### src/rtl/core/rphist_ram.sv
// Generic single-clock RAM: one write port, one read port, registered read.
// No dependencies.
`default_nettype none

module rphist_ram #(
    parameter int WIDTH = 32,
    parameter int DEPTH = 16,
    localparam int AW = (DEPTH > 1) ? $clog2(DEPTH) : 1
) (
    input  wire logic             aclk,
    input  wire logic             we,
    input  wire logic [AW-1:0]    waddr,
    input  wire logic [WIDTH-1:0] wdata,
    input  wire logic             re,
    input  wire logic [AW-1:0]    raddr,
    output logic      [WIDTH-1:0] rdata
);

    logic [WIDTH-1:0] mem [DEPTH];

    always_ff @(posedge aclk) begin
        if (we) begin
            mem[waddr] <= wdata;
        end
        if (re) begin
            rdata <= mem[raddr];
        end
    end

endmodule

`default_nettype wire

### config.mk
export PLATFORM = sky130hd
export DESIGN_NAME = rphist_ram
export DESIGN_NICKNAME = d
export VERILOG_FILES = /design/src/rtl/core/rphist_ram.sv
export SDC_FILE = /design/constraint.sdc
export NUM_CORES = 1
export LEC_CHECK = 0
export BUFFER_PORTS_ARGS = -buffer_cell sky130_fd_sc_hd__buf_4
export CORE_ASPECT_RATIO = 1.25
export CORE_MARGIN = 2
export CORE_UTILIZATION = 65
export DETAILED_ROUTE_END_ITERATION = 16
export GPL_TIMING_DRIVEN = 0
export PLACE_DENSITY = 0.8
export SKIP_CTS_REPAIR_TIMING = 1
export SLEW_MARGIN = 20
export SYNTH_ARGS = -nofsm -noshare
export SYNTH_HDL_FRONTEND = slang
export SYNTH_SLANG_ARGS = --single-unit
### constraint.sdc
create_clock -name aclk -period 12 [get_ports aclk]
set_clock_uncertainty 0.2 [all_clocks]
set_input_delay 1.8 -clock aclk [delete_from_list [all_inputs] [get_ports aclk]]
set_output_delay 1.8 -clock aclk [all_outputs]
set_load 0.05 [all_outputs]
Word-level counts from Yosys, hierarchy flattened
Memory sizes are Yosys's and may differ from the RTL's. A register that Yosys moved wholly into a read port is not among the register bits.
Cells that the tools add are included.
{ "op_classes": {"mux": 2} }
{ "ops": {"columns": ["operator", "n"], "rows": [
  ["$mux 1", 2]
]} }
{ "word_totals": {"mem_bits_rw": 512, "reg_bits": 0, "memories": 1} }
{ "mem_list": {"columns": ["memory", "depth", "word_bits", "read_ports", "rd_ports_with_merged_regs", "write_ports", "line_no", "source"], "rows": [
  ["mem", 16, 32, 1, 1, 1, "19", "logic [WIDTH-1:0] mem [DEPTH];"]
]} }

Longest topological paths before layout
Gate-level depths: netlist of the first run.
{ "depth": {"depth_word": 2, "mapped_depth": 5} }

Worst setup path before layout of the first run
No wires, ideal clock.
{ "synth_path": {"path_kind": "input-to-reg", "startpoint": "input waddr[2]", "endpoint": "memory mem[0][0], enable pin", "path_slack_ns": 6.820, "arrival_time_ns": 4.518, "setup_ns": 0.461, "stages": 2, "cell_sequence": "or3b_2 nor3_1"} }
{ "synth_rtl": {"columns": ["item", "line_no", "source"], "rows": [
  ["start, declared", "12", "input wire logic [AW-1:0] waddr,"],
  ["end, declared", "19", null]
]} }
No word-level cell before the write port.

==> metrics.yaml, run 1 <==
place_congestion: 0.728
synthFlopType: "edfxtp_1"
cts_root_buf: "clkbuf_16"
cts_tree: "done"
dieHeight_um: 201
final_hold_viol_count: 0
ant_nets: 0
hpwl_mm: 27.2
timing.rr.end: "rdata[18]"
viasPerCell: 6.82
min_path_type: "flop to flop"
final_cell_mix: "544 x edfxtp_1, 128 x mux4_2, 95 x buf_4"
max-vdd-ir-drop_mv: 0.134
nFillCells: 1483
post-route-min-period_ns: 3.62
yosys_register_bits: 544
syn_area_per_cell_um2: 24.1
ys.warnings.count: 0
grt_start_max_net_pins: 33
first_pass_iters: 5
setup_tns_ns: 0
reg2reg_from: "mem[9][18]"
synth_top_area_share: 0.810
fmax_ghz: 0.276
slew_viol_final: 0
status: "completed"
row_count: 72
reg2regPathDepth: 3
synthCells: 838
area_growth_pct: 16.1
layout-drive-gt1-share: 0.325
overflow: 0
grt_usage: 0.292
yosysSeqAreaShare: 0.810
htreeDepth: 2
leakagePower_nw: 7.54
utilization: 0.763
ff2ff_setup_slack_ns: 10.14
yosysTopAreaCell: "edfxtp_1"
io_pins: 75
crit_path_start_kind: "input port"
drt_iter0_drc: 1257
dieArea_um2: 32500
grt_pass1_wl_mm: 67.0
synth_area_um2: 20200
rsz0062_at_grt: "false"
clockBufferDepth: 3
numPortBuffers: 72
worstSetupEndpoint: "rdata[18]"
fin_total_pwr_mw: 3.90
synth_area_leaders: "edfxtp_1 81%, mux4_2 14%, a22oi_1 2.4%"
multi_input_area_um2: 3730
vias: 9797
wire_per_inst_um: 31.8
worstMarginPinSlew_ns: 0.997
setup_viol: 0
wl_mm: 45.8
syn_nets: 881
antenna_cells: 0
synth_edf_count: 544
whs_ns: 0.555
synth_cell_types: 17
cts_made_buffers: 48
crit_type: "input port to flop"
layout_setup_ws_ns: 8.38
layout_commonest_cell: "edfxtp_1"
crit_arrival_ns: 3.71
synthArstFlopShare: 0
fp.coreArea_um2: 30700
insertion_delay_ns: 0.57
cts.clk_slew.worst_paths_ns: 0.06
initial_core_util: 0.657
fp.dieW_um: 162
grt_pass1_vias: 10300
slew_headroom: 0.335
fin_nets: 1038
worstPathRequired_ns: 12.09
drv_cap: 0
power_density_nw_per_um2: 166
cts.sinks: 544
seqCellArea_um2: 16300
setup.worst_path.end_class: "flop"
drc_errors: 0
grt_antenna_before_repair: 0
cp_max_fo: 10
pre_cts_ws_ns: 7.92
worstSetupStartpoint: "raddr[1]"
finalCritPeriodShare: 0.302
-- through the flow --
| step | cells | area [µm²] |
|---|---|---|
| 6_report | 1437 | 23400 |
| 5_1_grt | 1437 | 23400 |
| 4_1_cts | 1437 | 23400 |
| 3_5_place_dp | 1352 | 21900 |
| 3_3_place_gp | 1317 | 21200 |
| 2_1_floorplan | 838 | 20200 |
-- critical path, stage by stage --
cell      delay [ns]
clkbuf_1        0.67
buf_2           0.44
mux4_2          0.37
a22oi_1         0.29
nand2_1         0.13
-- synthesized netlist by cell type, types with 2 or more instances --
cell	number
edfxtp_1	544
nor2_1	13
nand3b_1	2
buf_1	9
nand2_1	33
nor2b_1	2
nand2b_1	2
nor3_1	4
mux4_2	128
buf_2	4
clkbuf_1	17
a22oi_1	64
buf_6	2
buf_4	11
-- flip-flops by register name (all words and copies together) (netlist names) --
signal	flops
rdata	32
mem	512
-- logic make-up after synthesis --
logic type / Yosys count / share of synthesized area
flip-flops: 544 / 0.810
multiplexers: 128 / 0.143
AO/OA/AOI/OAI: 64 / 0.0238
buffers and inverters: 43 / 0.0110
AND/OR/NAND/NOR: 59 / 0.0125
-- layer usage --
| layer | track usage | up-vias | wire length, µm |
|---|---|---|---|
| li1 | - | 3906 | - |
| met1 | 0.401 | 5099 | 16100 |
| met2 | 0.467 | 657 | 23400 |
| met3 | 0.0560 | 135 | 4270 |
| met4 | 0.133 | 0 | 1980 |
| met5 | 0 | - | 0 |
-- where the power goes --
part	total [mW]	leakage, nW	internal, mW	switching [mW]
sequential	2.15	4.94	2.14	0.0126
clock	1.51	0.744	0.855	0.650
combinational	0.240	1.85	0.0893	0.151
total	3.90	7.54	3.08	0.814
-- layout make-up --
cell class,instances,share of cell area
sequential,544,0.697
multi-input combinational,251,0.159
clock buffer,60,0.0541
timing repair buffer,107,0.0475
tap,407,0.0217
clock inverter,25,0.0107
buffer,43,0.00951
-- worst min-delay path by stage --
stage | start | endpoint | cells after the start
floorplan | mem[14][0] | rdata[0] | 3
global placement | mem[14][27] | rdata[27] | 3
detailed placement | mem[6][3] | rdata[3] | 3
CTS | mem[6][3] | rdata[3] | 3
global route | mem[7][3] | rdata[3] | 3
finish | mem[7][3] | rdata[3] | 3
Power figures use the tool's default switching activity.
==> inputs of run 2 (changes only) <==
--- a/config.mk
+++ b/config.mk
@@ -8,10 +8,10 @@
 export BUFFER_PORTS_ARGS = -buffer_cell sky130_fd_sc_hd__buf_4
 export CORE_ASPECT_RATIO = 1.25
 export CORE_MARGIN = 2
-export CORE_UTILIZATION = 65
+export CORE_UTILIZATION = 61
 export DETAILED_ROUTE_END_ITERATION = 16
 export GPL_TIMING_DRIVEN = 0
-export PLACE_DENSITY = 0.8
+export PLACE_DENSITY = 0.76
 export SKIP_CTS_REPAIR_TIMING = 1
 export SLEW_MARGIN = 20
 export SYNTH_ARGS = -nofsm -noshare
==> constraint.sdc (replaced) <==
create_clock -name aclk -period 3.6 [get_ports aclk]
set_clock_uncertainty 0.2 [all_clocks]
set_input_delay 0.54 -clock aclk [delete_from_list [all_inputs] [get_ports aclk]]
set_output_delay 0.54 -clock aclk [all_outputs]
set_load 0.05 [all_outputs]
==> run 2 against run 1 <==
- design area up 0.63%
- utilization down 3.9 points
- sequential share of layout area down 0.44 points
- register-to-register slack worse by 8.3 ns
- first-iteration DRC count down 12%
- routed wire length up 0.85%
- sequential power rose to 3.3 times the previous value
==> metrics.yaml, run 2 (same netlist as run 1, synthesis figures left out) <==
nFillCells: 1836
reg2regPathDepth: 3
cp_max_fo: 8
setup_viol: 0
worstMarginPinSlew_ns: 0.907
layout_setup_ws_ns: 1.39
pwr-share-clk: 0.388
cts.sinks: 544
place_congestion: 0.748
dieHeight_um: 207
hold_start: "wdata[20]"
setup.worst_path.end_class: "flop"
initial_core_util: 0.619
p_sw_mw: 2.74
pre_cts_ws_ns: 0.862
final_hold_viol_count: 0
status: "completed"
layout_commonest_cell: "edfxtp_1"
htreeDepth: 2
drc_errors: 0
ff2ff_setup_slack_ns: 1.82
regMostFlops: "mem"
dieArea_um2: 34600
fp.coreArea_um2: 32600
utilization: 0.723
largest_reg_flops: 512
hpwl_mm: 27.6
cts.clk_slew.worst_paths_ns: 0.06
drt_iter0_drc: 1108
power_density_nw_per_um2: 552
insertion_delay_ns: 0.57
max-vdd-ir-drop_mv: 0.753
drv_cap: 0
area_growth_pct: 16.8
io_pins: 75
grt_usage: 0.273
leakagePower_nw: 7.57
hold_depth: 1
first_pass_iters: 5
ant_nets: 0
p_int_mw: 10.3
rsz0062_at_grt: "false"
reg2reg_from: "mem[9][15]"
slew_viol_final: 0
holdPathEnd: "mem[1][20]"
layout-drive-gt1-share: 0.320
post-route-min-period_ns: 2.21
finalCritPeriodShare: 0.614
combPwrFrac: 0.062
fmax_ghz: 0.452
pwr-share-seq: 0.551
top_regs: "mem x512, rdata x32"
worstPathRequired_ns: 3.66
overflow: 0
grt_start_max_net_pins: 33
grt_pass1_wl_mm: 67.4
grt_pass1_vias: 10200
wire_per_inst_um: 31.9
viasPerCell: 6.71
antenna_cells: 0
row_count: 74
cts_root_buf: "clkbuf_16"
slew_headroom: 0.395
final_cell_mix: "544 x edfxtp_1, 128 x mux4_2, 87 x buf_4"
vias: 9709
cts_tree: "done"
swShare: 0.210
min_path_type: "input port to flop"
crit_arrival_ns: 2.28
crit_type: "input port to flop"
numPortBuffers: 72
clockBufferDepth: 3
timing.rr.end: "rdata[15]"
grt_antenna_before_repair: 0
fp.dieW_um: 167
fin_nets: 1036
crit_path_start_kind: "input port"
wl_mm: 46.2
cts_made_buffers: 48
[run 2: cell count changes in the layout (fill, tap and decap cells not counted), sizes merged]
cell / before / now
clkbuf: 77 / 76
clkinvlp: 1 / 2
buf: 133 / 131
clkinv: 17 / 18
[run 2: cell type report]
| class | instances | area [µm²] | area share |
|---|---|---|---|
| plain buffers | 43 | 223 | 0.00945 |
| clock buffers | 59 | 1260 | 0.0536 |
| clock inverters | 27 | 255 | 0.0108 |
| multi-input cells | 251 | 3740 | 0.159 |
| flip-flops and latches | 544 | 16300 | 0.693 |
| well taps | 418 | 523 | 0.0222 |
| repair buffers | 105 | 1230 | 0.0520 |
[run 2: worst max-delay path: stages]
cell	delay, ns
buf_4	0.10
nand3_1	0.31
nor3_2	0.74
buf_4	0.33
buf_4	0.23
[run 2: how the worst max path moves through the flow]
stage	start	endpoint	slack (ns)	cells past startpoint
after floorplan	we	mem[12][0]	0.06	2
after global placement	we	mem[12][1]	-2.62	3
after detailed placement	raddr[1]	rdata[24]	0.86	5
after CTS	raddr[1]	rdata[24]	1.43	5
after global routing	we	mem[12][2]	1.37	5
final	we	mem[12][28]	1.39	5
[run 2: layer usage]
metal / track usage / vias up / share of wire
met5: 0 / - / 0
met4: 0.0942 / 0 / 0.033
met3: 0.0456 / 115 / 0.083
met2: 0.477 / 557 / 0.53
met1: 0.351 / 5118 / 0.35
li1: - / 3919 / -
[run 2: power by group through the flow]
stage	Clock (mW)	Sequential [mW]	Combinational (mW)
3_3_place_gp	0	7.30	0.738
3_5_place_dp	0	7.31	0.798
6_report	5.05	7.17	0.801
2_1_floorplan	0	7.41	0.341
4_1_cts	5.09	7.17	0.807
5_1_grt	5.30	7.18	0.844
[run 2: per-stage QoR]
step | hold WS (ns) | total power, mW | TNS (ns) | instance area [µm²] | std cells
after floorplan | 0.439 | 7.75 | 0 | 20200 | 838
after global placement | 0.521 | 8.04 | -515.51 | 21300 | 1328
after detailed placement | 0.535 | 8.10 | 0 | 22100 | 1361
after CTS | 0.0451 | 13.1 | 0 | 23600 | 1447
after global routing | 0.0707 | 13.3 | 0 | 23600 | 1447
final | 0.0651 | 13.0 | 0 | 23600 | 1447
