**config.mk**
```make
export PLATFORM = sky130hd
export DESIGN_NAME = rphist_decode
export DESIGN_NICKNAME = d
export VERILOG_FILES = /design/src/rtl/core/rphist_pkg.sv /design/src/rtl/core/rphist_decode.sv
export SDC_FILE = /design/constraint.sdc
export NUM_CORES = 1
export LEC_CHECK = 0
export ABC_CLOCK_PERIOD_IN_PS = 3100
export BUFFER_PORTS_ARGS = -buffer_cell sky130_fd_sc_hd__buf_2
export CELL_PAD_IN_SITES_DETAIL_PLACEMENT = 2
export CELL_PAD_IN_SITES_GLOBAL_PLACEMENT = 2
export CORE_MARGIN = 5
export CORE_UTILIZATION = 17
export DETAILED_ROUTE_END_ITERATION = 8
export PLACE_DENSITY = 0.85
export REMOVE_ABC_BUFFERS = 1
export SLEW_MARGIN = 20
export SYNTH_ARGS = -nofsm -noshare
export SYNTH_HDL_FRONTEND = slang
export SYNTH_SLANG_ARGS = --single-unit
export TNS_END_PERCENT = 20
```
**constraint.sdc**
```tcl
create_clock -name vclk -period 3.1
set_input_delay 0.62 -clock vclk [all_inputs]
set_output_delay 0.62 -clock vclk [all_outputs]
set_load 0.01 [all_outputs]
```
**src/rtl/core/rphist_pkg.sv**
```systemverilog
// Shared types, constants and helper functions for the per-position
// base and quality histogram. No dependencies.
`default_nettype none

package rphist_pkg;

    localparam int MAX_POSITIONS = 512;
    localparam int BASE_KINDS    = 5;
    localparam int QUALITY_BINS  = 94;

    localparam int POS_W   = (MAX_POSITIONS > 1) ? $clog2(MAX_POSITIONS) : 1;
    localparam int CODE_W  = 3;
    localparam int BIN_W   = 7;
    localparam int BASE_AW = POS_W + CODE_W;
    localparam int QUAL_AW = POS_W + BIN_W;
    localparam int BASE_DEPTH = 1 << BASE_AW;
    localparam int QUAL_DEPTH = 1 << QUAL_AW;

    localparam int CNT_W  = 32;
    localparam int PIR_W  = 10;
    localparam int LEN_W  = 10;
    localparam int ENC_W  = 2;
    localparam int CHAR_W = 8;
    localparam int RPOS_W = 9;
    localparam int CMP_W  = 14;
    localparam int ACT_W  = 2;
    localparam int STAT_W = 3;
    localparam int CFG_IDX_W = 1;

    localparam logic [PIR_W-1:0] PIR_SAT = '1;
    localparam logic [LEN_W-1:0] LEN_RESET = LEN_W'(512);

    // offset, minimum value, maximum value per encoding
    localparam int ENC_TABLE [3][3] = '{'{33, 0, 93}, '{64, -5, 62}, '{64, 0, 62}};

    typedef enum logic [ENC_W-1:0] {
        ENC_SANGER   = 2'd0,
        ENC_SOLEXA   = 2'd1,
        ENC_ILLUMINA = 2'd2
    } enc_t;

    typedef enum logic [ACT_W-1:0] {
        ACT_ACCUM   = 2'd0,
        ACT_RD_BASE = 2'd1,
        ACT_RD_QUAL = 2'd2,
        ACT_NONE    = 2'd3
    } action_t;

    typedef enum logic [STAT_W-1:0] {
        STAT_OK       = 3'd0,
        STAT_BAD_BASE = 3'd1,
        STAT_BAD_QUAL = 3'd2,
        STAT_TOO_LONG = 3'd3,
        STAT_BAD_ADDR = 3'd4
    } status_t;

    localparam logic [CFG_IDX_W-1:0] CFG_QUAL_ENC = 1'd0;
    localparam logic [CFG_IDX_W-1:0] CFG_MAX_LEN  = 1'd1;

    typedef struct packed {
        logic    base_rd;
        logic    qual_rd;
        logic    base_wr;
        logic    qual_wr;
        status_t status;
    } cmd_t;

    function automatic logic [CHAR_W-1:0] enc_lo(input logic [ENC_W-1:0] enc);
        logic [CHAR_W-1:0] r;
        case (enc)
            ENC_SOLEXA:   r = CHAR_W'(ENC_TABLE[1][0] + ENC_TABLE[1][1]);
            ENC_ILLUMINA: r = CHAR_W'(ENC_TABLE[2][0] + ENC_TABLE[2][1]);
            default:      r = CHAR_W'(ENC_TABLE[0][0] + ENC_TABLE[0][1]);
        endcase
        return r;
    endfunction

    function automatic logic [CHAR_W-1:0] enc_hi(input logic [ENC_W-1:0] enc);
        logic [CHAR_W-1:0] r;
        case (enc)
            ENC_SOLEXA:   r = CHAR_W'(ENC_TABLE[1][0] + ENC_TABLE[1][2]);
            ENC_ILLUMINA: r = CHAR_W'(ENC_TABLE[2][0] + ENC_TABLE[2][2]);
            default:      r = CHAR_W'(ENC_TABLE[0][0] + ENC_TABLE[0][2]);
        endcase
        return r;
    endfunction

    // valid flag in the top bit, base code below
    function automatic logic [CODE_W:0] base_code(input logic [CHAR_W-1:0] c);
        logic [CODE_W:0] r;
        case (c)
            "A":     r = {1'b1, CODE_W'(0)};
            "C":     r = {1'b1, CODE_W'(1)};
            "T":     r = {1'b1, CODE_W'(2)};
            "G":     r = {1'b1, CODE_W'(3)};
            "N":     r = {1'b1, CODE_W'(4)};
            default: r = '0;
        endcase
        return r;
    endfunction

    function automatic logic [CNT_W-1:0] sat_inc(input logic [CNT_W-1:0] x);
        return (x == '1) ? x : x + CNT_W'(1);
    endfunction

endpackage

`default_nettype wire

```
**src/rtl/core/rphist_decode.sv**
```systemverilog
// Item decode: base letter, quality window, length check, readout range
// and store addresses. Depends on rphist_pkg.
`default_nettype none

module rphist_decode
    import rphist_pkg::*;
(
    input  wire logic [ACT_W-1:0]  action,
    input  wire logic [CHAR_W-1:0] base_char,
    input  wire logic [CHAR_W-1:0] quality_char,
    input  wire logic [RPOS_W-1:0] read_position,
    input  wire logic [BIN_W-1:0]  read_bin,
    input  wire logic [PIR_W-1:0]  pos,
    input  wire logic [ENC_W-1:0]  enc,
    input  wire logic [LEN_W-1:0]  max_len,
    output cmd_t                   cmd,
    output logic [BASE_AW-1:0]     base_addr,
    output logic [QUAL_AW-1:0]     qual_addr
);

    logic [CODE_W:0]   code_full;
    logic              code_ok;
    logic [CODE_W-1:0] code;
    logic [CHAR_W-1:0] lo;
    logic [CHAR_W-1:0] hi;
    logic              qual_ok;
    logic [CHAR_W-1:0] bin_full;
    logic [BIN_W-1:0]  bin;
    logic              bin_fits;
    logic [CMP_W-1:0]  pos_w;
    logic [CMP_W-1:0]  rpos_w;
    logic              too_long;
    logic              rpos_bad;
    logic [POS_W-1:0]  pos_idx;
    logic [POS_W-1:0]  rpos_idx;

    always_comb begin
        code_full = base_code(base_char);
        code_ok   = code_full[CODE_W];
        code      = code_full[CODE_W-1:0];
        lo        = enc_lo(enc);
        hi        = enc_hi(enc);
        qual_ok   = !quality_char[CHAR_W-1] && (quality_char >= lo) && (quality_char <= hi);
        bin_full  = quality_char - lo;
        bin       = bin_full[BIN_W-1:0];
        bin_fits  = {1'b0, bin_full} < 9'(QUALITY_BINS);
        pos_w     = CMP_W'(pos);
        rpos_w    = CMP_W'(read_position);
        too_long  = (pos_w >= CMP_W'(max_len)) || (pos_w >= CMP_W'(MAX_POSITIONS));
        rpos_bad  = rpos_w >= CMP_W'(MAX_POSITIONS);
        pos_idx   = pos_w[POS_W-1:0];
        rpos_idx  = rpos_w[POS_W-1:0];

        cmd = '{base_rd: 1'b0, qual_rd: 1'b0, base_wr: 1'b0, qual_wr: 1'b0, status: STAT_OK};
        base_addr = {rpos_idx, read_bin[CODE_W-1:0]};
        qual_addr = {rpos_idx, read_bin};

        case (action)
            ACT_ACCUM: begin
                base_addr = {pos_idx, code};
                qual_addr = {pos_idx, bin};
                if (!code_ok) begin
                    cmd.status = STAT_BAD_BASE;
                end else if (!qual_ok) begin
                    cmd.status = STAT_BAD_QUAL;
                end else if (too_long) begin
                    cmd.status = STAT_TOO_LONG;
                end else begin
                    cmd.base_wr = 1'b1;
                    cmd.qual_wr = bin_fits;
                end
            end
            ACT_RD_BASE: begin
                if (rpos_bad || ({1'b0, read_bin} >= 8'(BASE_KINDS))) begin
                    cmd.status = STAT_BAD_ADDR;
                end else begin
                    cmd.base_rd = 1'b1;
                end
            end
            ACT_RD_QUAL: begin
                if (rpos_bad || ({1'b0, read_bin} >= 8'(QUALITY_BINS))) begin
                    cmd.status = STAT_BAD_ADDR;
                end else begin
                    cmd.qual_rd = 1'b1;
                end
            end
            default: begin
            end
        endcase
    end

endmodule

`default_nettype wire

```
Word level (Yosys, flattened, before mapping)
Cells that the tools add are included.
- eq/ne operators: 9
- multiplexer cells: 18
- $lt $le $gt $ge: 7
- $add $sub $neg: 1
- reduce and logical (&&, ||, !) cells: 5
- operators by type and width (operator ; count):
    equality test 8 x 7 -> 1 bit, second input constant ; 5
    case mux 4 bit (5 select lines) ; 1
    two-way mux 16 bit ; 1
    two-way mux 2 bit ; 7
    case mux 7 bit (2 select lines) ; 1
    two-way mux 12 bit ; 1
    greater-or-equal comparator 10 bit ; 1
    greater-or-equal comparator 10 bit, second input constant ; 1
    case mux 3 bit (3 select lines) ; 1
    greater-or-equal comparator 8 bit ; 1
    <= comparator 8 x 7 -> 1 bit, second input constant ; 1
    < comparator 8 x 7 -> 1 bit, second input constant ; 1
    subtractor 8 bit ; 1
    greater-or-equal comparator 7 x 3 -> 1 bit, second input constant ; 1
    greater-or-equal comparator 7 bit, second input constant ; 1
    two-way mux 3 bit ; 2
    equality test 2 x 1 -> 1 bit, second input constant ; 2
    equality test 2 bit, second input constant ; 2
    two-way mux 1 bit ; 4
    logical AND 1 bit ; 2
    zero test 2 bit ; 1
    zero test 1 bit ; 1
    logical OR 1 bit ; 1
- output and inout bits: 35
- word-level logic and storage cells: 40
- bits in registers: 0

Depth between registers and ports, before layout
Gate-level depths: netlist of the first run.
- word-level depth: 8
- depth in mapped cells: 9
- mapped depth without buffers: 9

Least setup slack after synthesis of the first run
OpenSTA, ideal clock, no wires.
- kind: input port to output port
- start point: input port max_len[7]
- end point: output port cmd[3] in the netlist's numbering
- arrival: 2.654 ns
- slack: -0.174 ns
- stages on the path: 7
- required time: 2.480 ns
- path through: inv_1 -> ha_1 -> a211oi_2 -> nor2_1 -> or4_4 -> or4b_4 -> a2111oi_2
- RTL lines (item ; line ; source):
    from (decl) ; rphist_decode.sv:15 ; input wire logic [LEN_W-1:0] max_len,
    to (decl) ; rphist_decode.sv:16 ; output cmd_t cmd,

==> impl_results.md, run 1 <==
* Top cell family by delay on the critical path: simple AND/OR/NAND/NOR gates
* Worst EP arrival at 2.73 ns
* Post-synthesis cell area at 1080 sq um
* Clkbuf count at 0
* Final setup margin at -0.255 ns
* Vias post-DR at 1659
* Layout Utilization at 0.326
* Failing checks: negative setup slack
* Worst min-delay path class: in2out
* Post-synthesis cell count at 169
* Layout area overhead at 88.5%
* Pwr dens at 176 nW/um^2
* Die area at 8080 sq um
* Seq. cell area at 0 sq um
* Worst Path Buf+Inv at 2
* Diodes inserted at 0
* First-pass GRT wire length at 9050 um
* Die height at 89.9 um
* Initial drt markers at 15
* Hold Slack at 1.54 ns
* Initial antenna violation count at 0
* Status: finished with violations
* Critical Path Sink Type: output port
* Starting Density at 0.173
* Leak pwr at 0.00107 uW
* Post-DP HPWL at 4660 um
* Synth unique cells at 44
* Tmin final at 3.35 ns
* Final #Nets at 356
* GPL Wtd Cong at 0.828
* Met2 Use GR at 0.260
* Synthesis Warnings at 0
* Seq cells at 0
* Top Ports at 91
* Row count at 29
* Final slew viol count at 0
* Fin cells at 357
* Remaining antenna violation count at 0
* WP depth at 8
* Slowest cell on crit path: or4b_4
* Critical Path Max Stage Delay at 0.52 ns
* Total Wirelength at 5450 um
* Slew HR at 0.637
* Inst Count DP at 355
* CP Class: in2out
* Multi-input gate area at 1140 sq um
* Die Wd at 89.9 um
* Met3 Use GR at 0.0192
* RSZ-0062 raised after global routing: true
* Port Buffers at 91
* Period utilization at 1.08
* Met1 global-route usage at 0.140
* Total iterations of the first detailed-routing run at 2
* CP max FO at 2
* Number of global-route vias before repair at 1968
* Hold bufs inserted after CTS at 0
* Worst-Margin Slew at 0.539 ns
* Crit-path cells: buf_6 > ha_4 > a211oi_2 > nor2_1 > or4_4 > or4b_4 > a2111oi_4 > buf_2
* Global route hottest layer: met2
* Largest net degree at the start of global routing at 24
* Peak supply drop at 0.0636 mV
* Filler cell count at 770
* Fin. Hold Viols at 0
* F_max at 0.298 GHz
* Gr usage total at 0.126
* Share of layout cells above drive strength 1 at 0.557
* Critical Path Start Type: input pin
* Maxcap violations at 0
* Critical Path RT at 2.48 ns
* Drt drc at 0
* Vias per inst at 4.65
* WL per Instance at 15.3 um
* Core area at 6280 sq um
* GRT Residual Overflow at 0
* Register area share after synthesis at 0
* Min-Delay Path Depth at 3
* Avg Inst Size Synth at 6.42 sq um
* Finish-stage setup viols at 3
-- worst paths after layout --
path / from / to / slack (ns)
setup / recovery: pos[7] / cmd[3] / -0.25
hold / removal: action[1] / cmd[6] / 1.54
-- stage by stage --
step	total power [uW]	worst slack, ns	setup TNS [ns]	area [sq um]
after global routing	399	-0.295	-0.818	2040
after global placement	288	-0.482	-1.10	1790
final	359	-0.255	-0.454	2040
after CTS	334	-0.247	-0.662	1930
after floorplan	134	-0.174	-0.174	1000
after detailed placement	303	-0.517	-1.42	1790
-- synthesized netlist by cell type (all sizes together) --
library cell | number | area, sq um
a21oi | 7 | 35.0
xor2 | 4 | 35.0
nand2 | 38 | 143
and4 | 1 | 8.76
o22ai | 1 | 6.26
a2111oi | 1 | 15.0
a21bo | 1 | 10.0
nor2b | 2 | 12.5
fa | 1 | 20.0
o32ai | 1 | 8.76
inv | 17 | 63.8
a41o | 1 | 10.0
nor4b | 2 | 17.5
or3 | 1 | 6.26
o21a | 2 | 15.0
a31oi | 2 | 12.5
a211oi | 4 | 35.0
or4 | 1 | 11.3
nor3b | 2 | 15.0
o311ai | 1 | 8.76
ha | 17 | 213
clkbuf | 4 | 15.0
a21boi | 2 | 15.0
nand4 | 2 | 12.5
nor2 | 6 | 22.5
nor4 | 2 | 12.5
nand2b | 5 | 31.3
nand3b | 1 | 7.51
o21ai | 11 | 55.1
mux2 | 1 | 11.3
o41ai | 1 | 8.76
or2 | 2 | 12.5
a41oi | 2 | 17.5
a21o | 2 | 15.0
nor3 | 3 | 15.0
o31ai | 1 | 7.51
and3b | 1 | 8.76
o31a | 1 | 8.76
or4b | 1 | 13.8
nand3 | 5 | 25.0
buf | 9 | 67.6
-- cells by family after synthesis --
kind of cell | count (synthesis) | synth area share
multiplexers | 1 | 0.0104
AO/OA/AOI/OAI | 41 | 0.262
XOR/XNOR | 4 | 0.0323
adder cells (fa/ha/maj) | 18 | 0.215
buffers and inverters | 30 | 0.135
AND/OR/NAND/NOR | 75 | 0.346
-- power by group --
group	total [uW]	switching, uW	internal (uW)
Combinational	359	178	181
Clock	0	0	0
Sequential	0	0	0
-- metal layers --
metal / vias to the layer above / wire length [um] / part of all wire
li1: 817 / - / -
met1: 784 / 2110 / 0.39
met2: 56 / 3050 / 0.56
met3: 2 / 255 / 0.047
met4: 0 / 27 / 0.0050
met5: - / 0 / 0
-- what timing repair did --
item | 4_1_cts | 5_1_grt
resized for setup | 19 | 21
endpoints found under the setup margin | 7 | 7
cloned | 0 | 0
buffers inserted | 2 | 0
pin swaps | 7 | 12
-- layout by cell type, fill, tap and decap left out, types with 2 or more instances in the layout --
master    instances
a211oi_1          2
a211oi_2          2
a21o_1            2
a21oi_1           7
a41oi_1           2
buf_2            85
buf_4            34
buf_6             5
ha_1              9
ha_4              7
inv_1            15
nand2_1          38
nand2b_1          3
nand2b_4          2
nand3_1           2
nand3_2           3
nand4_1           2
nor2_1            5
nor2b_1           2
nor3_1            3
nor3b_1           2
nor4_1            2
nor4b_1           2
o21a_1            2
o21ai_0           5
o21ai_1           6
or2_2             2
xor2_1            2
xor2_2            2
-- layout make-up --
cell class,instances,area share
Timing Repair Buffer,124,0.360
Multi-Input combinational cell,139,0.560
Tap cell,77,0.0471
Inverter,17,0.0324
-- worst min-delay path, delay by kind of cell --
| family | cells | cell delay, ns |
|---|---|---|
| buffers and inverters | 2 | 0.25 |
| AND/OR/NAND/NOR | 1 | 0.05 |
(Power assumes the default switching activity.)
==> run 2: changes to the inputs <==
--- a/config.mk
+++ b/config.mk
@@ -9,7 +9,6 @@
 export BUFFER_PORTS_ARGS = -buffer_cell sky130_fd_sc_hd__buf_2
 export CELL_PAD_IN_SITES_DETAIL_PLACEMENT = 2
 export CELL_PAD_IN_SITES_GLOBAL_PLACEMENT = 2
-export CORE_MARGIN = 5
 export CORE_UTILIZATION = 17
 export DETAILED_ROUTE_END_ITERATION = 8
 export PLACE_DENSITY = 0.85
==> impl_results.md, run 2 (synthesis results as in run 1) <==
* Status: finished with violations
* Failing checks: negative setup slack
* Die Wd at 81.9 um (-8.9%)
* Critical Path Sink Type: output port
* Maxcap violations at 0 (unchanged)
* Post-DP HPWL at 4480 um (-3.8%)
* Leak pwr at 0.00109 uW (+2.0%)
* Fin cells at 360 (+0.84%)
* Critical Path RT at 2.48 ns (about the same)
* Diodes inserted at 0 (unchanged)
* Final Cell Area at 2060 sq um (+0.92%)
* Worst EP arrival at 2.74 ns (about the same)
* Seq cells at 0 (unchanged)
* Final slew viol count at 0 (unchanged)
* Min-Delay Path Depth at 3 (unchanged)
* Row count at 28 (-3.4%)
* WL per Instance at 14.7 um (-3.6%)
* Vias post-DR at 1695 (+2.2%)
* Pwr Total at 370 uW (+3.1%)
* Most frequent cells in the layout: buf_2, buf_4, nand2_1, inv_1, ha_1
* Pwr dens at 179 nW/um^2 (+2.2%)
* CP max FO at 4 (+2)
* GRT Residual Overflow at 0 (unchanged)
* Seq. cell area at 0 sq um (unchanged)
* Worst slack at placement at -0.514 ns (+0.00240 ns)
* Inst Count DP at 354 (-0.28%)
* Gr usage total at 0.147 (+0.0204)
* Worst Hold End: cmd[6]
* Worst-Margin Slew at 0.447 ns (-0.0925 ns)
* Filler cell count at 751 (-2.5%)
* Die height at 81.9 um (-8.9%)
* Layout area overhead at 90.2%
* Largest net degree at the start of global routing at 24 (unchanged)
* Multi-input gate area at 1140 sq um (-0.11%)
* Port Buffers at 91 (unchanged)
* Placed Area at 1790 sq um (+0.28%)
* Finish-stage setup viols at 5 (+2)
* Critical Path Start Type: input pin
* Hold bufs inserted after CTS at 0 (unchanged)
* Fin. Hold Viols at 0 (unchanged)
* Beginning of the worst hold path: action[1]
* Tmin final at 3.36 ns (+0.00997 ns)
* CP Class: in2out
* Drt drc at 0 (unchanged)
* Remaining antenna violation count at 0 (unchanged)
* Total Wirelength at 5290 um (-2.8%)
* Top Ports at 91 (unchanged)
* First-pass GRT wire length at 7900 um (-13%)
* Initial drt markers at 9 (-6)
* Vias per inst at 4.71 (+1.3%)
* Starting Density at 0.180 (+0.00721)
* Share of layout cells above drive strength 1 at 0.561 (+0.00426)
* Final setup margin at -0.265 ns (-0.00997 ns)
* Clkbuf count at 0 (unchanged)
* Slew HR at 0.702 (+0.0650)
* Worst min-delay path class: in2out
* RSZ-0062 raised after global routing: true
* Number of global-route vias before repair at 1898 (-3.6%)
* Total iterations of the first detailed-routing run at 4 (+2)
* Core area at 6030 sq um (-4.0%)
* Final #Nets at 361 (+1.4%)
* Commonest non-fill, non-tap cell in the layout: buf_2
* Setup TNS at -0.865 ns (-0.411 ns)
* Initial antenna violation count at 0 (unchanged)
* Period utilization at 1.09 (+0.00322)
* F_max at 0.297 GHz (-0.30%)
* Peak supply drop at 0.0541 mV (-15%)
* GPL Wtd Cong at 0.777 (-6.1%)
* Die area at 6700 sq um (-17%)
## run 2: cell count changes in the layout (fill, tap and decap cells not counted), moves of 2 or more
cell,delta
buf_6,-2
nand3_4,+2
buf_2,+2
nand3_2,-3
buf_4,+5
## run 2: cell type report
cell class                 count  area share
multi-input combinational    139       0.554
timing repair buffer         129       0.369
tap                           75      0.0455
inverter                      17      0.0309
## run 2: how the worst max path moves through the flow
stage | start | end | slack [ns] | cells past startpoint
after floorplan | max_len[7] | cmd[3] | -0.17 | 7
after global placement | pos[7] | cmd[3] | -0.48 | 8
after detailed placement | pos[7] | cmd[3] | -0.51 | 8
after CTS | pos[7] | cmd[3] | -0.26 | 8
after global routing | enc[0] | cmd[3] | -0.37 | 12
final | enc[0] | cmd[3] | -0.26 | 12
## run 2: worst max-delay path: stages
cell and delay, ns:
buf_4 0.10, nand2b_4 0.15, ha_4 0.13, inv_1 0.05, fa_2 0.40, o21a_1 0.21, buf_4 0.14, nand3_4 0.08
nand3_4 0.09, xor2_4 0.20, a2111oi_4 0.37, buf_2 0.20
## run 2: routing by layer
metal / part of all wire / track usage / up-vias
li1: - / - / 826
met5: 0 / 0 / -
met2: 0.57 / 0.326 / 66
met4: 0.024 / 0.0228 / 0
met3: 0.058 / 0.0167 / 12
met1: 0.35 / 0.140 / 791
## run 2: timing repair
| action | CTS | global route |
|---|---|---|
| setup buffers | 4 | 2 |
| gates resized for setup | 19 | 18 |
| setup endpoints to repair | 7 | 7 |
| pin swaps | 8 | 8 |
## run 2: metrics by stage
step | hold WS (ns) | utilization
after detailed placement | 1.54 | 0.297
after global placement | 1.53 | 0.297
after floorplan | 1.29 | -
after global routing | 1.57 | 0.342
after CTS | 1.54 | 0.319
final | 1.54 | 0.342
## run 2: report_power, final
group / switching [uW] / internal, uW / total [uW]
registers: 0 / 0 / 0
clock network: 0 / 0 / 0
logic: 180 / 190 / 370
==> run 3: changes to the inputs <==
--- a/config.mk
+++ b/config.mk
@@ -9,6 +9,7 @@
 export BUFFER_PORTS_ARGS = -buffer_cell sky130_fd_sc_hd__buf_2
 export CELL_PAD_IN_SITES_DETAIL_PLACEMENT = 2
 export CELL_PAD_IN_SITES_GLOBAL_PLACEMENT = 2
+export CORE_ASPECT_RATIO = 0.7
 export CORE_UTILIZATION = 17
 export DETAILED_ROUTE_END_ITERATION = 8
 export PLACE_DENSITY = 0.85
==> impl_results.md, run 3 (synthesis results as in run 1) <==
* Comb pwr share at 1.000 (about the same)
* Worst slack at placement at -0.457 ns (+0.0571 ns)
* CP max FO at 2 (-2)
* Status: finished with violations
* Final Cell Area at 2110 sq um (+2.1%)
* Hold bufs inserted after CTS at 0 (unchanged)
* Remaining antenna violation count at 0 (unchanged)
* Final setup margin at -0.207 ns (+0.0581 ns)
* WP depth at 9 (-3)
* GRT Residual Overflow at 0 (unchanged)
* Share of layout cells above drive strength 1 at 0.572 (+0.0110)
* Tmin final at 3.31 ns (-0.0581 ns)
* Peak supply drop at 0.0553 mV (+2.3%)
* Total Wirelength at 5550 um (+4.8%)
* Die area at 6710 sq um (about the same)
* CP Class: in2out
* Initial drt markers at 36 (+27)
* Layout Utilization at 0.355 (+0.0130)
* Commonest non-fill, non-tap cell in the layout: buf_2
* RSZ-0062 raised after global routing: true
* Finish-stage setup viols at 4 (-1)
* Diodes inserted at 0 (unchanged)
* Failing checks: negative setup slack
* Die height at 68.8 um (-16%)
* Maxcap violations at 0 (unchanged)
* Inst Count DP at 353 (-0.28%)
* Pwr dens at 173 nW/um^2 (-3.3%)
* Critical Path Max Stage Delay at 0.53 ns (+0.13 ns)
* Critical Path Sink Type: output port
* Slew HR at 0.606 (-0.0963)
* Row count at 23 (-18%)
* Worst Path Buf+Inv at 3 (-1)
* Share of power burned in registers at 0 (unchanged)
* First-pass GRT wire length at 8570 um (+8.5%)
* Die Wd at 97.5 um (+19%)
* Final #Nets at 359 (-0.55%)
* Slowest cell on crit path: or4b_4
* Worst EP arrival at 2.69 ns (-0.05 ns)
* Clkbuf count at 0 (unchanged)
* Final slew viol count at 0 (unchanged)
* Most frequent cells in the layout: buf_2, nand2_1, buf_4, inv_1, ha_4
* Top cell family by delay on the critical path: simple AND/OR/NAND/NOR gates
* Pwr Total at 365 uW (-1.2%)
* Crit-path cells: buf_6 > inv_4 > ha_4 > a211oi_2 > nor2_1 > or4_4 > or4b_4 > a2111oi_4 > buf_2
* Fin. Hold Viols at 0 (unchanged)
* Gr usage total at 0.157 (+0.0103)
* Critical Path Start Type: input pin
* Top Ports at 91 (unchanged)
* Min-Delay Path Depth at 4 (+1)
* Placed Area at 1780 sq um (-0.42%)
* Largest net degree at the start of global routing at 24 (unchanged)
* Fin cells at 358 (-0.56%)
* Post-DP HPWL at 4660 um (+4.1%)
* Period utilization at 1.07 (-0.0187)
* Number of global-route vias before repair at 1812 (-4.5%)
* Worst-Margin Slew at 0.586 ns (+0.139 ns)
* Vias per inst at 4.58 (-2.7%)
* WL per Instance at 15.5 um (+5.4%)
* Initial antenna violation count at 0 (unchanged)
* Seq cells at 0 (unchanged)
* Net Switching at 181 uW (+0.15%)
* F_max at 0.302 GHz (+1.8%)
* Drt drc at 0 (unchanged)
* Total iterations of the first detailed-routing run at 4 (unchanged)
* Worst min-delay path class: in2out
* GPL Wtd Cong at 0.777 (-0.10%)
* Vias post-DR at 1640 (-3.2%)
* Switch share at 0.494 (+0.00684)
* Starting Density at 0.183 (+0.00296)
* Layout area overhead at 94.2%
* Leak pwr at 0.00109 uW (-0.50%)
* Clk pwr share at 0 (unchanged)
* Power Internal at 185 uW (-2.6%)
* Port Buffers at 91 (unchanged)
* Core area at 5930 sq um (-1.6%)
* Critical Path RT at 2.48 ns (about the same)
* Seq. cell area at 0 sq um (unchanged)
[run 3: final timing paths]
check                 slack, ns             start             to
worst min-delay path       1.54  read_position[8]  qual_addr[15]
worst max-delay path      -0.21        max_len[7]         cmd[3]
[run 3: cell type report]
cell class	count	area, sq um
multi-input combinational	139	1170
fill	722	3820
inverter	17	66.3
timing repair buffer	127	772
tap	75	93.8
[run 3: metrics by stage]
step / hold slack, ns / setup TNS (ns)
3_5_place_dp: 1.55 / -1.54
6_report: 1.54 / -0.437
5_1_grt: 1.58 / -0.713
2_1_floorplan: 1.29 / -0.174
4_1_cts: 1.55 / -0.390
3_3_place_gp: 1.53 / -1.05
[run 3: timing repair]
| item | CTS | global route |
|---|---|---|
| resized for setup | 30 | 19 |
| buffers inserted | 4 | 1 |
| endpoints found under the setup margin | 7 | 7 |
| pin swaps | 15 | 11 |
[run 3: per-layer routing]
| metal | vias up | wire [um] | track usage |
|---|---|---|---|
| met4 | 0 | 0 | 0 |
| li1 | 823 | - | - |
| met1 | 773 | 2550 | 0.202 |
| met2 | 44 | 2770 | 0.309 |
| met5 | - | 0 | 0 |
| met3 | 0 | 222 | 0.0131 |
[run 3: power groups by stage]
| stage | combinational (uW) | sequential (uW) | clock, uW |
|---|---|---|---|
| 6_report | 365 | 0 | 0 |
| 5_1_grt | 401 | 0 | 0 |
| 4_1_cts | 339 | 0 | 0 |
| 3_5_place_dp | 298 | 0 | 0 |
| 3_3_place_gp | 286 | 0 | 0 |
| 2_1_floorplan | 134 | 0 | 0 |
